$ cat config.mk
export PLATFORM = sky130hd
export DESIGN_NAME = led_pixel_spi_pulse_encoder
export DESIGN_NICKNAME = d
export VERILOG_FILES = /design/src/hw/rtl/lpse_pkg.sv /design/src/hw/rtl/led_pixel_spi_pulse_encoder.sv /design/src/hw/rtl/lpse_cfg.sv /design/src/hw/rtl/lpse_index.sv /design/src/hw/rtl/lpse_addr.sv /design/src/hw/rtl/lpse_ser.sv
export SDC_FILE = /design/constraint.sdc
export NUM_CORES = 1
export LEC_CHECK = 0
export BUFFER_PORTS_ARGS = -buffer_cell sky130_fd_sc_hd__buf_2
export CORE_UTILIZATION = 30
export DETAILED_ROUTE_END_ITERATION = 6
export GPL_ROUTABILITY_DRIVEN = 0
export HOLD_SLACK_MARGIN = 0.1
export PLACE_DENSITY = 0.46
export SYNTH_ARGS = -nofsm -noshare
export SYNTH_HDL_FRONTEND = slang
export SYNTH_SLANG_ARGS = --single-unit
$ cat constraint.sdc
create_clock -name i_clk -period 5.71 [get_ports i_clk]
set_input_delay 1.142 -clock i_clk [delete_from_list [all_inputs] [get_ports i_clk]]
set_output_delay 1.142 -clock i_clk [all_outputs]
set_load 0.01 [all_outputs]
$ cat src/hw/rtl/lpse_pkg.sv
// Shared types, codes and encoding functions for the LED pixel SPI pulse encoder.
// No dependencies; every other file of the block refers to this package by scoped names.
package lpse_pkg;

    // Input word: one colour component of one LED.
    typedef struct packed {
        logic [15:0] led_index;
        logic [2:0]  colour_slot;
        logic [7:0]  level;
    } t_item_in;

    // Output word: one pattern byte, or one error report.
    typedef struct packed {
        logic [15:0] byte_address;
        logic [7:0]  pattern_byte;
        logic        last;
        logic [1:0]  status;
    } t_result;

    // Live configuration registers.
    typedef struct packed {
        logic [1:0]  strip_type;
        logic [2:0]  colour_order;
        logic [2:0]  colours_per_led;
        logic [15:0] led_count;
        logic [15:0] base_offset;
    } t_cfg;

    // Status codes.
    localparam logic [1:0] ST_OK       = 2'd0;
    localparam logic [1:0] ST_LED_OFF  = 2'd1;
    localparam logic [1:0] ST_BAD_SLOT = 2'd2;
    localparam logic [1:0] ST_ADDR_OVF = 2'd3;

    // Strip types. The unused code behaves as the long-high type.
    localparam logic [1:0] STRIP_THREE = 2'd0;
    localparam logic [1:0] STRIP_SHORT = 2'd1;
    localparam logic [1:0] STRIP_LONG  = 2'd2;

    // Register indexes on the configuration port.
    localparam logic [2:0] REG_STRIP_TYPE   = 3'd0;
    localparam logic [2:0] REG_COLOUR_ORDER = 3'd1;
    localparam logic [2:0] REG_COLOURS      = 3'd2;
    localparam logic [2:0] REG_LED_COUNT    = 3'd3;
    localparam logic [2:0] REG_BASE_OFFSET  = 3'd4;

    // Colour orders.
    localparam logic [2:0] ORD_GRB = 3'd0;
    localparam logic [2:0] ORD_GBR = 3'd1;
    localparam logic [2:0] ORD_RGB = 3'd2;
    localparam logic [2:0] ORD_RBG = 3'd3;
    localparam logic [2:0] ORD_BGR = 3'd4;
    localparam logic [2:0] ORD_BRG = 3'd5;

    // Stage data after the index stage.
    typedef struct packed {
        logic [15:0] led_index;
        logic [2:0]  mapped_slot;
        logic [7:0]  level;
        logic [1:0]  status;
        logic [1:0]  strip_type;
    } t_stage_idx;

    // Stage data after the multiply stage: component number within the strip.
    typedef struct packed {
        logic [18:0] component;
        logic [7:0]  level;
        logic [1:0]  status;
        logic [1:0]  strip_type;
    } t_stage_mul;

    // Stage data after the address stage.
    typedef struct packed {
        logic [15:0] address;
        logic [7:0]  level;
        logic [1:0]  status;
        logic [1:0]  strip_type;
    } t_stage_addr;

    // Slot remap: slots R, G and B go through the order table, the rest pass.
    function automatic logic [2:0] f_map_slot(input logic [2:0] order, input logic [2:0] slot);
        logic [5:0] row;
        begin
            row = 6'b10_01_00;
            case (order)
                ORD_GRB: row = {2'd2, 2'd0, 2'd1};
                ORD_GBR: row = {2'd1, 2'd0, 2'd2};
                ORD_RGB: row = {2'd2, 2'd1, 2'd0};
                ORD_RBG: row = {2'd1, 2'd2, 2'd0};
                ORD_BGR: row = {2'd0, 2'd1, 2'd2};
                ORD_BRG: row = {2'd0, 2'd2, 2'd1};
                default: row = {2'd2, 2'd1, 2'd0};
            endcase
            case (slot)
                3'd0:    f_map_slot = {1'b0, row[1:0]};
                3'd1:    f_map_slot = {1'b0, row[3:2]};
                3'd2:    f_map_slot = {1'b0, row[5:4]};
                default: f_map_slot = slot;
            endcase
        end
    endfunction

    // Two pulse nibbles for two LED bits.
    function automatic logic [7:0] f_nibbles(input logic hi_bit, input logic lo_bit,
                                             input logic long_high);
        logic [3:0] one_nib;
        begin
            one_nib = long_high ? 4'hE : 4'hC;
            f_nibbles = {hi_bit ? one_nib : 4'h8, lo_bit ? one_nib : 4'h8};
        end
    endfunction

    // Pattern byte number idx of the encoded level.
    function automatic logic [7:0] f_pattern(input logic [7:0] v, input logic [1:0] stype,
                                             input logic [1:0] idx);
        logic long_high;
        begin
            long_high = (stype != STRIP_SHORT);
            if (stype == STRIP_THREE) begin
                case (idx)
                    2'd0:    f_pattern = 8'h92 | {1'b0, v[7], 2'b0, v[6], 2'b0, v[5]};
                    2'd1:    f_pattern = 8'h49 | {2'b0, v[4], 2'b0, v[3], 2'b0};
                    default: f_pattern = 8'h24 | {v[2], 2'b0, v[1], 2'b0, v[0], 1'b0};
                endcase
            end else begin
                case (idx)
                    2'd0:    f_pattern = f_nibbles(v[7], v[6], long_high);
                    2'd1:    f_pattern = f_nibbles(v[5], v[4], long_high);
                    2'd2:    f_pattern = f_nibbles(v[3], v[2], long_high);
                    default: f_pattern = f_nibbles(v[1], v[0], long_high);
                endcase
            end
        end
    endfunction

endpackage

$ cat src/hw/rtl/led_pixel_spi_pulse_encoder.sv
// Top level of the LED pixel SPI pulse encoder: configuration port, pipeline and serializer.
// Depends on lpse_pkg, lpse_cfg, lpse_index, lpse_addr and lpse_ser.

// Each accepted word (start high while busy is low) sets one colour component of one LED and
// produces a burst of output words on o_result, each marked by o_valid for exactly one cycle:
// three pattern bytes at consecutive buffer addresses for strip type 0, four for the other types,
// or a single word with a nonzero status (LED off the end, slot beyond the colour count, or an
// address that would run past 65535) and zero address and pattern. The final word of a burst has
// last set. The receiver cannot stall the block, so it must take every word in the cycle it is
// shown. A word passes four register stages (range checks and slot remap, component multiply,
// address scale and overflow check, serializer) before its results reach the output register.
// The serializer emits one byte per cycle, which sets the sustained rate: it takes the next word
// only as it emits the last pattern byte, or the single error word, of the word before. While
// the serializer is working, up to three further words queue in the stages in front of it; busy
// rises when all of them are full. The configuration registers feed the pipeline directly, so
// they should only be written while no burst is pending. pready is always high, and reads return
// the register value zero-extended.
module led_pixel_spi_pulse_encoder (
    input  logic                   i_clk,
    input  logic                   i_rst_n,
    input  logic                   start,
    output logic                   busy,
    input  lpse_pkg::t_item_in     i_item,
    output logic                   o_valid,
    output lpse_pkg::t_result      o_result,
    input  logic                   psel,
    input  logic                   penable,
    input  logic                   pwrite,
    input  logic [4:0]             paddr,
    input  logic [31:0]            pwdata,
    output logic [31:0]            prdata,
    output logic                   pready
);

    lpse_pkg::t_cfg        cfg;
    logic                  idx_ready;
    logic                  mul_valid;
    lpse_pkg::t_stage_mul  mul_data;
    logic                  addr_ready;
    logic                  addr_valid;
    lpse_pkg::t_stage_addr addr_data;
    logic                  ser_ready;

    lpse_cfg u_cfg (
        .i_clk   (i_clk),
        .i_rst_n (i_rst_n),
        .psel    (psel),
        .penable (penable),
        .pwrite  (pwrite),
        .paddr   (paddr),
        .pwdata  (pwdata),
        .prdata  (prdata),
        .pready  (pready),
        .o_cfg   (cfg)
    );

    lpse_index u_index (
        .i_clk   (i_clk),
        .i_rst_n (i_rst_n),
        .i_cfg   (cfg),
        .i_valid (start),
        .i_item  (i_item),
        .o_ready (idx_ready),
        .o_valid (mul_valid),
        .o_data  (mul_data),
        .i_ready (addr_ready)
    );

    lpse_addr u_addr (
        .i_clk   (i_clk),
        .i_rst_n (i_rst_n),
        .i_cfg   (cfg),
        .i_valid (mul_valid),
        .i_data  (mul_data),
        .o_ready (addr_ready),
        .o_valid (addr_valid),
        .o_data  (addr_data),
        .i_ready (ser_ready)
    );

    lpse_ser u_ser (
        .i_clk    (i_clk),
        .i_rst_n  (i_rst_n),
        .i_valid  (addr_valid),
        .i_data   (addr_data),
        .o_ready  (ser_ready),
        .o_valid  (o_valid),
        .o_result (o_result)
    );

    // The front stage takes a word whenever it can move on or is empty.
    assign busy = !idx_ready;

    // A burst is never broken: a word without last is followed by another word.
    a_burst_contiguous: assert property (@(posedge i_clk) disable iff (!i_rst_n)
        o_valid && !o_result.last |=> o_valid)
        else $error("burst interrupted before its last word");

    // Bytes of one burst go to consecutive addresses.
    a_burst_address: assert property (@(posedge i_clk) disable iff (!i_rst_n)
        o_valid && !o_result.last |=>
            o_result.byte_address == ($past(o_result.byte_address) + 16'd1))
        else $error("pattern bytes not at consecutive addresses");

    // An error report is a single word with zero address and pattern.
    a_error_word: assert property (@(posedge i_clk) disable iff (!i_rst_n)
        o_valid && o_result.status != lpse_pkg::ST_OK |->
            o_result.last && o_result.byte_address == 16'd0 && o_result.pattern_byte == 8'd0)
        else $error("error report is not a single zero word");

    // A good burst never runs past the last buffer byte.
    a_no_wrap: assert property (@(posedge i_clk) disable iff (!i_rst_n)
        o_valid && !o_result.last && o_result.status == lpse_pkg::ST_OK |->
            o_result.byte_address != 16'hFFFF)
        else $error("pattern burst wraps past the end of the buffer");

endmodule

$ cat src/hw/rtl/lpse_cfg.sv
// APB-style configuration register file of the LED pixel SPI pulse encoder.
// Depends on lpse_pkg for the configuration struct and register indexes.
module lpse_cfg (
    input  logic               i_clk,
    input  logic               i_rst_n,
    input  logic               psel,
    input  logic               penable,
    input  logic               pwrite,
    input  logic [4:0]         paddr,
    input  logic [31:0]        pwdata,
    output logic [31:0]        prdata,
    output logic               pready,
    output lpse_pkg::t_cfg     o_cfg
);

    lpse_pkg::t_cfg r_cfg;
    lpse_pkg::t_cfg n_cfg;
    logic           wr_en;

    assign pready = 1'b1;
    assign wr_en  = psel && penable && pwrite;

    always_comb begin
        n_cfg = r_cfg;
        if (wr_en) begin
            case (paddr[4:2])
                lpse_pkg::REG_STRIP_TYPE:   n_cfg.strip_type      = pwdata[1:0];
                lpse_pkg::REG_COLOUR_ORDER: n_cfg.colour_order    = pwdata[2:0];
                lpse_pkg::REG_COLOURS:      n_cfg.colours_per_led = pwdata[2:0];
                lpse_pkg::REG_LED_COUNT:    n_cfg.led_count       = pwdata[15:0];
                lpse_pkg::REG_BASE_OFFSET:  n_cfg.base_offset     = pwdata[15:0];
                default:                    n_cfg = r_cfg;
            endcase
        end
    end

    always_ff @(posedge i_clk) begin
        if (!i_rst_n) begin
            r_cfg.strip_type      <= lpse_pkg::STRIP_LONG;
            r_cfg.colour_order    <= lpse_pkg::ORD_GRB;
            r_cfg.colours_per_led <= 3'd3;
            r_cfg.led_count       <= 16'd0;
            r_cfg.base_offset     <= 16'd0;
        end else begin
            r_cfg <= n_cfg;
        end
    end

    always_comb begin
        case (paddr[4:2])
            lpse_pkg::REG_STRIP_TYPE:   prdata = {30'd0, r_cfg.strip_type};
            lpse_pkg::REG_COLOUR_ORDER: prdata = {29'd0, r_cfg.colour_order};
            lpse_pkg::REG_COLOURS:      prdata = {29'd0, r_cfg.colours_per_led};
            lpse_pkg::REG_LED_COUNT:    prdata = {16'd0, r_cfg.led_count};
            lpse_pkg::REG_BASE_OFFSET:  prdata = {16'd0, r_cfg.base_offset};
            default:                    prdata = 32'd0;
        endcase
    end

    assign o_cfg = r_cfg;

endmodule

$ cat src/hw/rtl/lpse_index.sv
// Front two pipeline stages: range checks with slot remap, then the component multiply.
// Depends on lpse_pkg for the word, configuration and stage types.
module lpse_index (
    input  logic                   i_clk,
    input  logic                   i_rst_n,
    input  lpse_pkg::t_cfg         i_cfg,
    input  logic                   i_valid,
    input  lpse_pkg::t_item_in     i_item,
    output logic                   o_ready,
    output logic                   o_valid,
    output lpse_pkg::t_stage_mul   o_data,
    input  logic                   i_ready
);

    logic                 r_idx_valid;
    lpse_pkg::t_stage_idx r_idx;
    lpse_pkg::t_stage_idx n_idx;
    logic                 r_mul_valid;
    lpse_pkg::t_stage_mul r_mul;
    lpse_pkg::t_stage_mul n_mul;
    logic                 mul_ready;

    assign mul_ready = !r_mul_valid || i_ready;
    assign o_ready   = !r_idx_valid || mul_ready;

    // Checks run in priority order: LED off the end, then slot beyond the colour count.
    always_comb begin
        n_idx.led_index   = i_item.led_index;
        n_idx.mapped_slot = lpse_pkg::f_map_slot(i_cfg.colour_order, i_item.colour_slot);
        n_idx.level       = i_item.level;
        n_idx.strip_type  = i_cfg.strip_type;
        if (i_item.led_index >= i_cfg.led_count) begin
            n_idx.status = lpse_pkg::ST_LED_OFF;
        end else if (i_item.colour_slot >= i_cfg.colours_per_led) begin
            n_idx.status = lpse_pkg::ST_BAD_SLOT;
        end else begin
            n_idx.status = lpse_pkg::ST_OK;
        end
    end

    always_comb begin
        n_mul.component  = 19'(r_idx.led_index) * 19'(i_cfg.colours_per_led)
                         + 19'(r_idx.mapped_slot);
        n_mul.level      = r_idx.level;
        n_mul.status     = r_idx.status;
        n_mul.strip_type = r_idx.strip_type;
    end

    always_ff @(posedge i_clk) begin
        if (!i_rst_n) begin
            r_idx_valid <= 1'b0;
            r_mul_valid <= 1'b0;
        end else begin
            if (o_ready) begin
                r_idx_valid <= i_valid;
            end
            if (mul_ready) begin
                r_mul_valid <= r_idx_valid;
            end
        end
    end

    always_ff @(posedge i_clk) begin
        if (o_ready && i_valid) begin
            r_idx <= n_idx;
        end
        if (mul_ready && r_idx_valid) begin
            r_mul <= n_mul;
        end
    end

    assign o_valid = r_mul_valid;
    assign o_data  = r_mul;

endmodule

$ cat src/hw/rtl/lpse_addr.sv
// Address pipeline stage: scales the component number, adds the strip offset, checks overflow.
// Depends on lpse_pkg for the configuration and stage types.
module lpse_addr (
    input  logic                   i_clk,
    input  logic                   i_rst_n,
    input  lpse_pkg::t_cfg         i_cfg,
    input  logic                   i_valid,
    input  lpse_pkg::t_stage_mul   i_data,
    output logic                   o_ready,
    output logic                   o_valid,
    output lpse_pkg::t_stage_addr  o_data,
    input  logic                   i_ready
);

    logic                  r_valid;
    lpse_pkg::t_stage_addr r_data;
    lpse_pkg::t_stage_addr n_data;
    logic                  three_byte;
    logic [20:0]           scaled;
    logic [21:0]           first_addr;
    logic [21:0]           end_addr;

    assign o_ready    = !r_valid || i_ready;
    assign three_byte = (i_data.strip_type == lpse_pkg::STRIP_THREE);

    always_comb begin
        scaled     = three_byte ? (21'({i_data.component, 1'b0}) + 21'(i_data.component))
                                : {i_data.component, 2'b00};
        first_addr = 22'(i_cfg.base_offset) + 22'(scaled);
        end_addr   = first_addr + (three_byte ? 22'd2 : 22'd3);
        n_data.address    = first_addr[15:0];
        n_data.level      = i_data.level;
        n_data.strip_type = i_data.strip_type;
        if (i_data.status == lpse_pkg::ST_OK && end_addr[21:16] != 6'd0) begin
            n_data.status = lpse_pkg::ST_ADDR_OVF;
        end else begin
            n_data.status = i_data.status;
        end
    end

    always_ff @(posedge i_clk) begin
        if (!i_rst_n) begin
            r_valid <= 1'b0;
        end else if (o_ready) begin
            r_valid <= i_valid;
        end
    end

    always_ff @(posedge i_clk) begin
        if (o_ready && i_valid) begin
            r_data <= n_data;
        end
    end

    assign o_valid = r_valid;
    assign o_data  = r_data;

endmodule

$ cat src/hw/rtl/lpse_ser.sv
// Output serializer: emits one pattern byte (or one error word) per cycle into a result register.
// Depends on lpse_pkg for the stage and result types and the pattern function.
module lpse_ser (
    input  logic                   i_clk,
    input  logic                   i_rst_n,
    input  logic                   i_valid,
    input  lpse_pkg::t_stage_addr  i_data,
    output logic                   o_ready,
    output logic                   o_valid,
    output lpse_pkg::t_result      o_result
);

    logic                  r_active;
    lpse_pkg::t_stage_addr r_item;
    logic [1:0]            r_cnt;
    logic [1:0]            r_last_idx;
    logic                  r_out_valid;
    lpse_pkg::t_result     r_out;
    lpse_pkg::t_result     n_out;
    logic                  at_last;
    logic [1:0]            n_last_idx;

    assign at_last = (r_cnt == r_last_idx);
    assign o_ready = !r_active || at_last;

    always_comb begin
        if (i_data.status != lpse_pkg::ST_OK) begin
            n_last_idx = 2'd0;
        end else if (i_data.strip_type == lpse_pkg::STRIP_THREE) begin
            n_last_idx = 2'd2;
        end else begin
            n_last_idx = 2'd3;
        end
    end

    // Error words carry address and pattern zero.
    always_comb begin
        n_out.last   = at_last;
        n_out.status = r_item.status;
        if (r_item.status == lpse_pkg::ST_OK) begin
            n_out.byte_address = r_item.address + 16'(r_cnt);
            n_out.pattern_byte = lpse_pkg::f_pattern(r_item.level, r_item.strip_type, r_cnt);
        end else begin
            n_out.byte_address = 16'd0;
            n_out.pattern_byte = 8'd0;
        end
    end

    always_ff @(posedge i_clk) begin
        if (!i_rst_n) begin
            r_active    <= 1'b0;
            r_out_valid <= 1'b0;
        end else begin
            r_out_valid <= r_active;
            if (o_ready) begin
                r_active <= i_valid;
            end
        end
    end

    always_ff @(posedge i_clk) begin
        if (r_active) begin
            r_out <= n_out;
        end
        if (o_ready) begin
            r_cnt <= 2'd0;
            if (i_valid) begin
                r_item     <= i_data;
                r_last_idx <= n_last_idx;
            end
        end else begin
            r_cnt <= r_cnt + 2'd1;
        end
    end

    assign o_valid  = r_out_valid;
    assign o_result = r_out;

endmodule

==> results of run 1 <==
[routing by layer]
metal	global-route usage [%]	vias up	wire, microns	part of all wire, %
met4	4.25	2	289	1.2
met2	21.6	110	11200	47
met1	16.8	3512	11900	49
met3	2.52	16	673	2.8
li1	-	3946	-	-
met5	0	-	13	0.054
[worst min path at each step]
stage | from | endpoint | slack [ps] | depth (start not counted)
global route | u_addr.o_data[23] | u_ser.r_item[23] | 430 | 0
global placement | u_addr.o_data[24] | u_ser.r_item[24] | 410 | 0
CTS | u_addr.o_data[10] | u_ser.r_item[10] | 420 | 0
floorplan | u_index.o_data[10] | u_addr.o_data[10] | 400 | 0
detailed placement | u_index.o_data[4] | u_addr.o_data[4] | 400 | 0
finish | u_index.n_mul[3] | u_index.o_data[3] | 420 | 0
[metrics by stage]
step                setup slack, ps  cells  hold WS [ps]
floorplan                      1050   1077           400
global placement                444   1637           405
detailed placement              390   1637           405
CTS                             364   1669           421
global route                    112   1669           432
finish                          553   1669           419
[cell usage in the layout (no fill, tap or decap), drive strengths merged, types with 4 or more instances in the layout]
| master | netlist | final |
|---|---|---|
| edfxtp | 147 | 147 |
| nand2 | 117 | 117 |
| buf | 19 | 108 |
| ha | 96 | 96 |
| inv | 75 | 80 |
| a21oi | 55 | 55 |
| nor2 | 55 | 55 |
| dfxtp | 47 | 47 |
| o21ai | 47 | 47 |
| nor2b | 37 | 37 |
| xnor2 | 28 | 28 |
| xor2 | 26 | 26 |
| mux2i | 25 | 25 |
| a21o | 24 | 24 |
| fa | 19 | 19 |
| a21boi | 18 | 18 |
| nand3 | 17 | 17 |
| conb | 2 | 17 |
| clkbuf | 33 | 17 |
| and2 | 16 | 16 |
| o21a | 15 | 15 |
| a22o | 13 | 13 |
| a211oi | 13 | 13 |
| and3 | 12 | 12 |
| nor3 | 11 | 11 |
| nand2b | 10 | 10 |
| nand4 | 8 | 8 |
| o21bai | 7 | 7 |
| clkinv | 0 | 7 |
| a31oi | 6 | 6 |
| or3 | 5 | 5 |
| o211ai | 5 | 5 |
| nand3b | 5 | 5 |
| and4 | 5 | 5 |
| o41ai | 4 | 4 |
[sequential cells by signal, summed over array words and instances, names as in the netlist, 2 cells and up]
name	flops
u_ser.r_item	26
u_cfg.o_cfg	40
u_index.o_data	31
u_index.n_mul	12
u_ser.r_cnt	2
u_ser.r_last_idx	2
u_ser.n_out	2
u_ser.o_result	27
u_addr.o_data	28
u_index.r_idx	19
[where the power goes]
part / internal [uW] / switching [uW]
Sequential: 1600 / 37.5
Clock: 637 / 600
Combinational: 322 / 419
Total: 2560 / 1060
[cell type report]
class                      count  area share (%)
inverter                      75            2.17
sequential                   194            41.3
multi-input combinational    756            42.4
tap                          504            4.86
clock inverter                15            1.60
timing repair buffer         108            4.40
clock buffer                  17            3.28
[logic make-up (layout without fill, tap and decap cells)]
group | count (synthesis) | after routing | share of synthesized area [%]
multiplexers | 28 | 28 | 2.71
AO/OA/AOI/OAI | 233 | 233 | 13.7
buffers and inverters | 127 | 215 | 4.85
other | 2 | 17 | 0.0663
AND/OR/NAND/NOR | 309 | 309 | 13.3
XOR/XNOR | 54 | 54 | 4.17
flip-flops | 194 | 194 | 47.3
adder cells (fa/ha/maj) | 115 | 115 | 14.0
[critical path: cells and delay by family, from the launching register on]
kind | cells | cell delay, ps
compound gates | 12 | 2850
simple gates | 4 | 760
fa+ha+maj | 2 | 740
flops | 1 | 420
xor+xnor | 1 | 120
[timing repair]
action,CTS,global route
setup endpoints to repair,0,2
setup buffers,0,0
resized for setup,0,1
hold endpoints to repair,0,0
==> flow_summary.json, run 1 <==
{
  "cts-buffers-inserted": 17,
  "vdd_ir_drop_max_uv": 226,
  "synth-async-reset-ratio_pct": 0,
  "cts-root-buf": "clkbuf_16",
  "post_synth_instance_area_sq_mm": 0.0113,
  "design_power_total_uw": 3620,
  "first_iter_violations": 340,
  "drc": 0,
  "slowest_stage": "edfxtp_1",
  "grt_pass1_vias": 7581,
  "synthDominantCellAreaShare_pct": 39.0,
  "clock_tree_from_tritoncts": "built",
  "n_antenna_cell": 0,
  "synth_commonest_cells": "edfxtp_1 (147), nand2_1 (117), ha_1 (96)",
  "floorplan.die.width_microns": 196,
  "fin_crit_sh_pct": 90.3,
  "synth_enable_flop_cells": 147,
  "core_area_sq_mm": 0.0369,
  "p_leak_uw": 0.00527,
  "yosys_warnings": 0,
  "placement.cell_area_sq_mm": 0.0123,
  "reg_to_reg_endpoint": "u_addr.o_data[2]",
  "globalRouteOverflowTotal": 0,
  "worstPathCellList": "ha_1 -> a211oi_1 -> o21bai_1 -> o41ai_2 -> nor2b_1 -> o21a_1 -> nor2_1 -> xnor2_1 -> o21ai_0 -> ha_1 -> a211o_1 -> a2111oi_2 -> nor2_1 -> a221o_1 -> o21ai_2 -> a21oi_1 -> or3_1 -> a211oi_2 -> o21bai_1",
  "sequential_cell_area_sq_mm": 0.00536,
  "grtUsageTotal_pct": 13.0,
  "worst-endpoint-arrival_ps": 5360,
  "multiInputGateArea_sq_mm": 0.00551,
  "yosys_register_bits": 194,
  "worst-endpoint-required_ps": 5920,
  "outcome": "finished, final reports clean",
  "p_per_area_mw_per_mm2": 279,
  "antenna_found_initial": 1,
  "holdBufCountCts": 0,
  "setup_viol_count_final": 0,
  "worst-r2r-setup-slack_ps": 550,
  "utilization_after_layout_pct": 35.2,
  "detail_route.wirelength_microns": 24000,
  "synth_top_flop_cell": "edfxtp_1",
  "worst_setup_path_start_kind": "flop",
  "dpl.hpwl_microns": 18800,
  "hold_class": "reg2reg",
  "syn_to_final_growth_pct": 14.6,
  "layout-drive-gt1-share_pct": 13.6,
  "final_antenna_net_count": 0,
  "hold_viol": 0,
  "skew_ps": 16.0,
  "grt_setup_unrepaired": "false",
  "max_stage_delay_ps": 420,
  "synth_cells": 1062,
  "ys_seq_area_share_pct": 47.3,
  "layout.nets": 1337,
  "grt_start_max_net_pins": 46,
  "max_root_sink_buffers": 2,
  "grt_first_pass_wirelength_microns": 39300,
  "crit_path_max_fanout": 9,
  "filler_cell_count": 3747,
  "timing.reg2reg.worst_path_depth": 19,
  "timing_worst_slew_pin_value_ps": 812,
  "biggest_area_contributors_in_the_synthesized_netlist": "edfxtp_1 (39%), ha_1 (11%), dfxtp_1 (8.3%), nand2_1 (3.9%), fa_1 (3.4%)",
  "clock_latency_ps": 450,
  "overall_via_count_from_detail_route": 7586,
  "die_area_sq_mm": 0.0386,
  "fin_tns_setup_ps": 0,
  "drt-vias-per-instance": 4.55,
  "clock.fmax_mhz": 194,
  "cts.sinks": 194,
  "period_needed_ps": 5160,
  "crit_path_end": "u_addr.o_data[2]",
  "drt_pass1_iterations": 4,
  "io_pins": 132,
  "yosysMostFrequentCell": "edfxtp_1",
  "slew_violations": 0,
  "criticalPathCategory": "reg2reg",
  "critical_path.reg2reg.startpoint": "u_index.o_data[13]",
  "synth_cell_type_count": 68,
  "placement_rows": 70,
  "critical_path.startpoint": "u_index.o_data[13]",
  "relSlewSlack_pct": 45.8,
  "synthesis.area_per_instance_sq_um": 10.7,
  "floorplan.die.height_microns": 196,
  "htree_levels": 4,
  "final_cell_area_sq_mm": 0.0130,
  "crit_path_end_kind": "flop",
  "initial_core_util_pct": 30.7,
  "yosysTopAreaCell": "edfxtp_1",
  "max_cap_viol_count": 0,
  "routed_length_per_placed_instance_microns": 14.4,
  "cts.reportedPaths.clkPinSlew_ps": 80,
  "port_buffers": 96
}
(Power assumes the default switching activity.)
==> run 2, diff against run 1 <==
==> constraint.sdc (replaced) <==
create_clock -name i_clk -period 6.3 [get_ports i_clk]
set_input_delay 1.26 -clock i_clk [delete_from_list [all_inputs] [get_ports i_clk]]
set_output_delay 1.26 -clock i_clk [all_outputs]
set_load 0.01 [all_outputs]
==> flow_summary.json, run 2 (synthesis gave the netlist of run 1 again) <==
{
  "drc": 0,
  "grtUsageTotal_pct": 13.1,
  "worst-endpoint-required_ps": 6500,
  "max_stage_delay_ps": 460,
  "hold_ws_ps": 408,
  "post_cts_resized": 0,
  "clock_latency_ps": 450,
  "mostFrequentLayoutCells": "edfxtp_1 (147), nand2_1 (117), ha_1 (96), buf_2 (96), inv_1 (75)",
  "p_leak_uw": 0.00523,
  "antenna_found_initial": 0,
  "placement_rows": 70,
  "grt_start_max_net_pins": 46,
  "globalRouteOverflowTotal": 0,
  "reg_to_reg_endpoint": "u_addr.o_data[3]",
  "max_root_sink_buffers": 2,
  "syn_to_final_growth_pct": 13.9,
  "cts-root-buf": "clkbuf_16",
  "timing_worst_slew_pin_value_ps": 942,
  "clockPowerShare_pct": 33.1,
  "drt_pass1_iterations": 4,
  "initial_core_util_pct": 30.7,
  "p_sw_share_pct": 29.5,
  "logic_depth_of_the_worst_setup_path_including_buffers": 19,
  "floorplan.die.height_microns": 196,
  "seq_power_share_pct": 46.1,
  "overall_via_count_from_detail_route": 7662,
  "final_antenna_net_count": 0,
  "grt_first_pass_wirelength_microns": 39600,
  "worst_setup_path_start_kind": "flop",
  "htree_levels": 4,
  "dpl.hpwl_microns": 18600,
  "routed_length_per_placed_instance_microns": 14.4,
  "crit_path_end_kind": "flop",
  "n_antenna_cell": 0,
  "clock_tree_from_tritoncts": "built",
  "criticalPathCategory": "reg2reg",
  "skew_ps": 14.9,
  "vdd_ir_drop_max_uv": 212,
  "grt_setup_unrepaired": "false",
  "floorplan.die.width_microns": 196,
  "layout.nets": 1333,
  "dp_slack_ps": 1010,
  "core_area_sq_mm": 0.0369,
  "relSlewSlack_pct": 37.0,
  "first_iter_violations": 294,
  "setup_slack_ps": 1040,
  "layout.cells.non_filler": 1665,
  "worst-endpoint-arrival_ps": 5460,
  "utilization_after_layout_pct": 35.0,
  "crit_path_max_fanout": 9,
  "port_buffers": 96,
  "crit_buf_inv": 0,
  "io_pins": 132,
  "worst-r2r-setup-slack_ps": 1040,
  "hold_class": "reg2reg",
  "fin_tns_setup_ps": 0,
  "fin_crit_sh_pct": 83.5,
  "setup_viol_count_final": 0,
  "period_needed_ps": 5260,
  "cp_top_family": "compound AO/OA/AOI/OAI gates",
  "detail_route.wirelength_microns": 23900,
  "slowest_stage": "o41ai_1",
  "layout_commonest_cell": "edfxtp_1",
  "layout-drive-gt1-share_pct": 13.2,
  "clock.fmax_mhz": 190,
  "cts.sinks": 194,
  "outcome": "finished, final reports clean",
  "crit_path_end": "u_addr.o_data[3]",
  "hold_viol": 0,
  "largest_register_ffs": 40,
  "combPwrFrac_pct": 20.8,
  "netSwitchingPower_uw": 949,
  "cts.reportedPaths.clkPinSlew_ps": 80,
  "p_per_area_mw_per_mm2": 250,
  "critical_path.startpoint": "u_index.o_data[13]",
  "timing.reg2reg.worst_path_depth": 19,
  "max_cap_viol_count": 0,
  "internal-power_uw": 2270,
  "slew_violations": 0,
  "place.detailed.instances": 1633,
  "grt_pass1_vias": 7599,
  "holdBufCountCts": 0,
  "worstPathCellList": "ha_1 -> a211oi_1 -> o21bai_1 -> o41ai_1 -> nor2b_1 -> o21a_1 -> nor2_1 -> xnor2_1 -> o21ai_0 -> ha_1 -> a211o_1 -> a2111oi_2 -> nor2_1 -> a221o_1 -> o21ai_2 -> a21oi_1 -> or3_1 -> a211oi_2 -> o21bai_1",
  "die_area_sq_mm": 0.0386,
  "critical_path.reg2reg.startpoint": "u_index.o_data[13]",
  "cts-buffers-inserted": 17,
  "drt-vias-per-instance": 4.60,
  "cts.repair_timing.setup_buffer_count": 0
}
==> run 2: cell types whose count changed in the layout (fill, tap and decap cells not counted), sizes merged <==
cell,previous run,this run
buf,108,104
bufinv,1,0
inv,80,81
==> run 2: power by group through the flow <==
stage          Clock (uW)  Combinational (uW)  Sequential [uW]
2_1_floorplan           0                 533             1510
6_report             1070                 668             1480
5_1_grt              1160                 768             1490
4_1_cts              1110                 673             1490
3_3_place_gp            0                 664             1510
3_5_place_dp            0                 666             1510
==> run 2: layout make-up <==
type,count,area [sq um]
sequential,194,5360
inverter,75,282
multi-input combinational,756,5500
timing repair buffer,104,541
tap,504,631
clock buffer,17,425
fill,3767,24000
clock inverter,15,168
==> run 2: through the flow <==
stage          total power, uW  cell area, sq um
2_1_floorplan             2040             11400
5_1_grt                   3420             12900
3_5_place_dp              2180             12300
4_1_cts                   3270             12900
3_3_place_gp              2180             12300
6_report                  3220             12900
==> run 2: per-layer routing <==
layer,track usage (%),vias up,wire length (microns),share of wire [%]
li1,-,3941,-,-
met1,17.3,3585,11800,49
met2,21.3,115,11000,46
met3,2.99,21,791,3.3
met4,3.82,0,363,1.5
met5,0,-,0,0
==> run 2: how the worst min path moves through the flow <==
stage | slack, ps | to | cells after the start | startpoint
final | 410 | u_index.o_data[2] | 0 | u_index.n_mul[2]
after global routing | 420 | u_index.o_data[2] | 0 | u_index.n_mul[2]
after CTS | 410 | u_index.o_data[2] | 0 | u_index.n_mul[2]
after detailed placement | 400 | u_addr.o_data[8] | 0 | u_index.o_data[8]
after global placement | 400 | u_ser.r_item[4] | 0 | u_addr.o_data[4]
after floorplan | 400 | u_addr.o_data[10] | 0 | u_index.o_data[10]
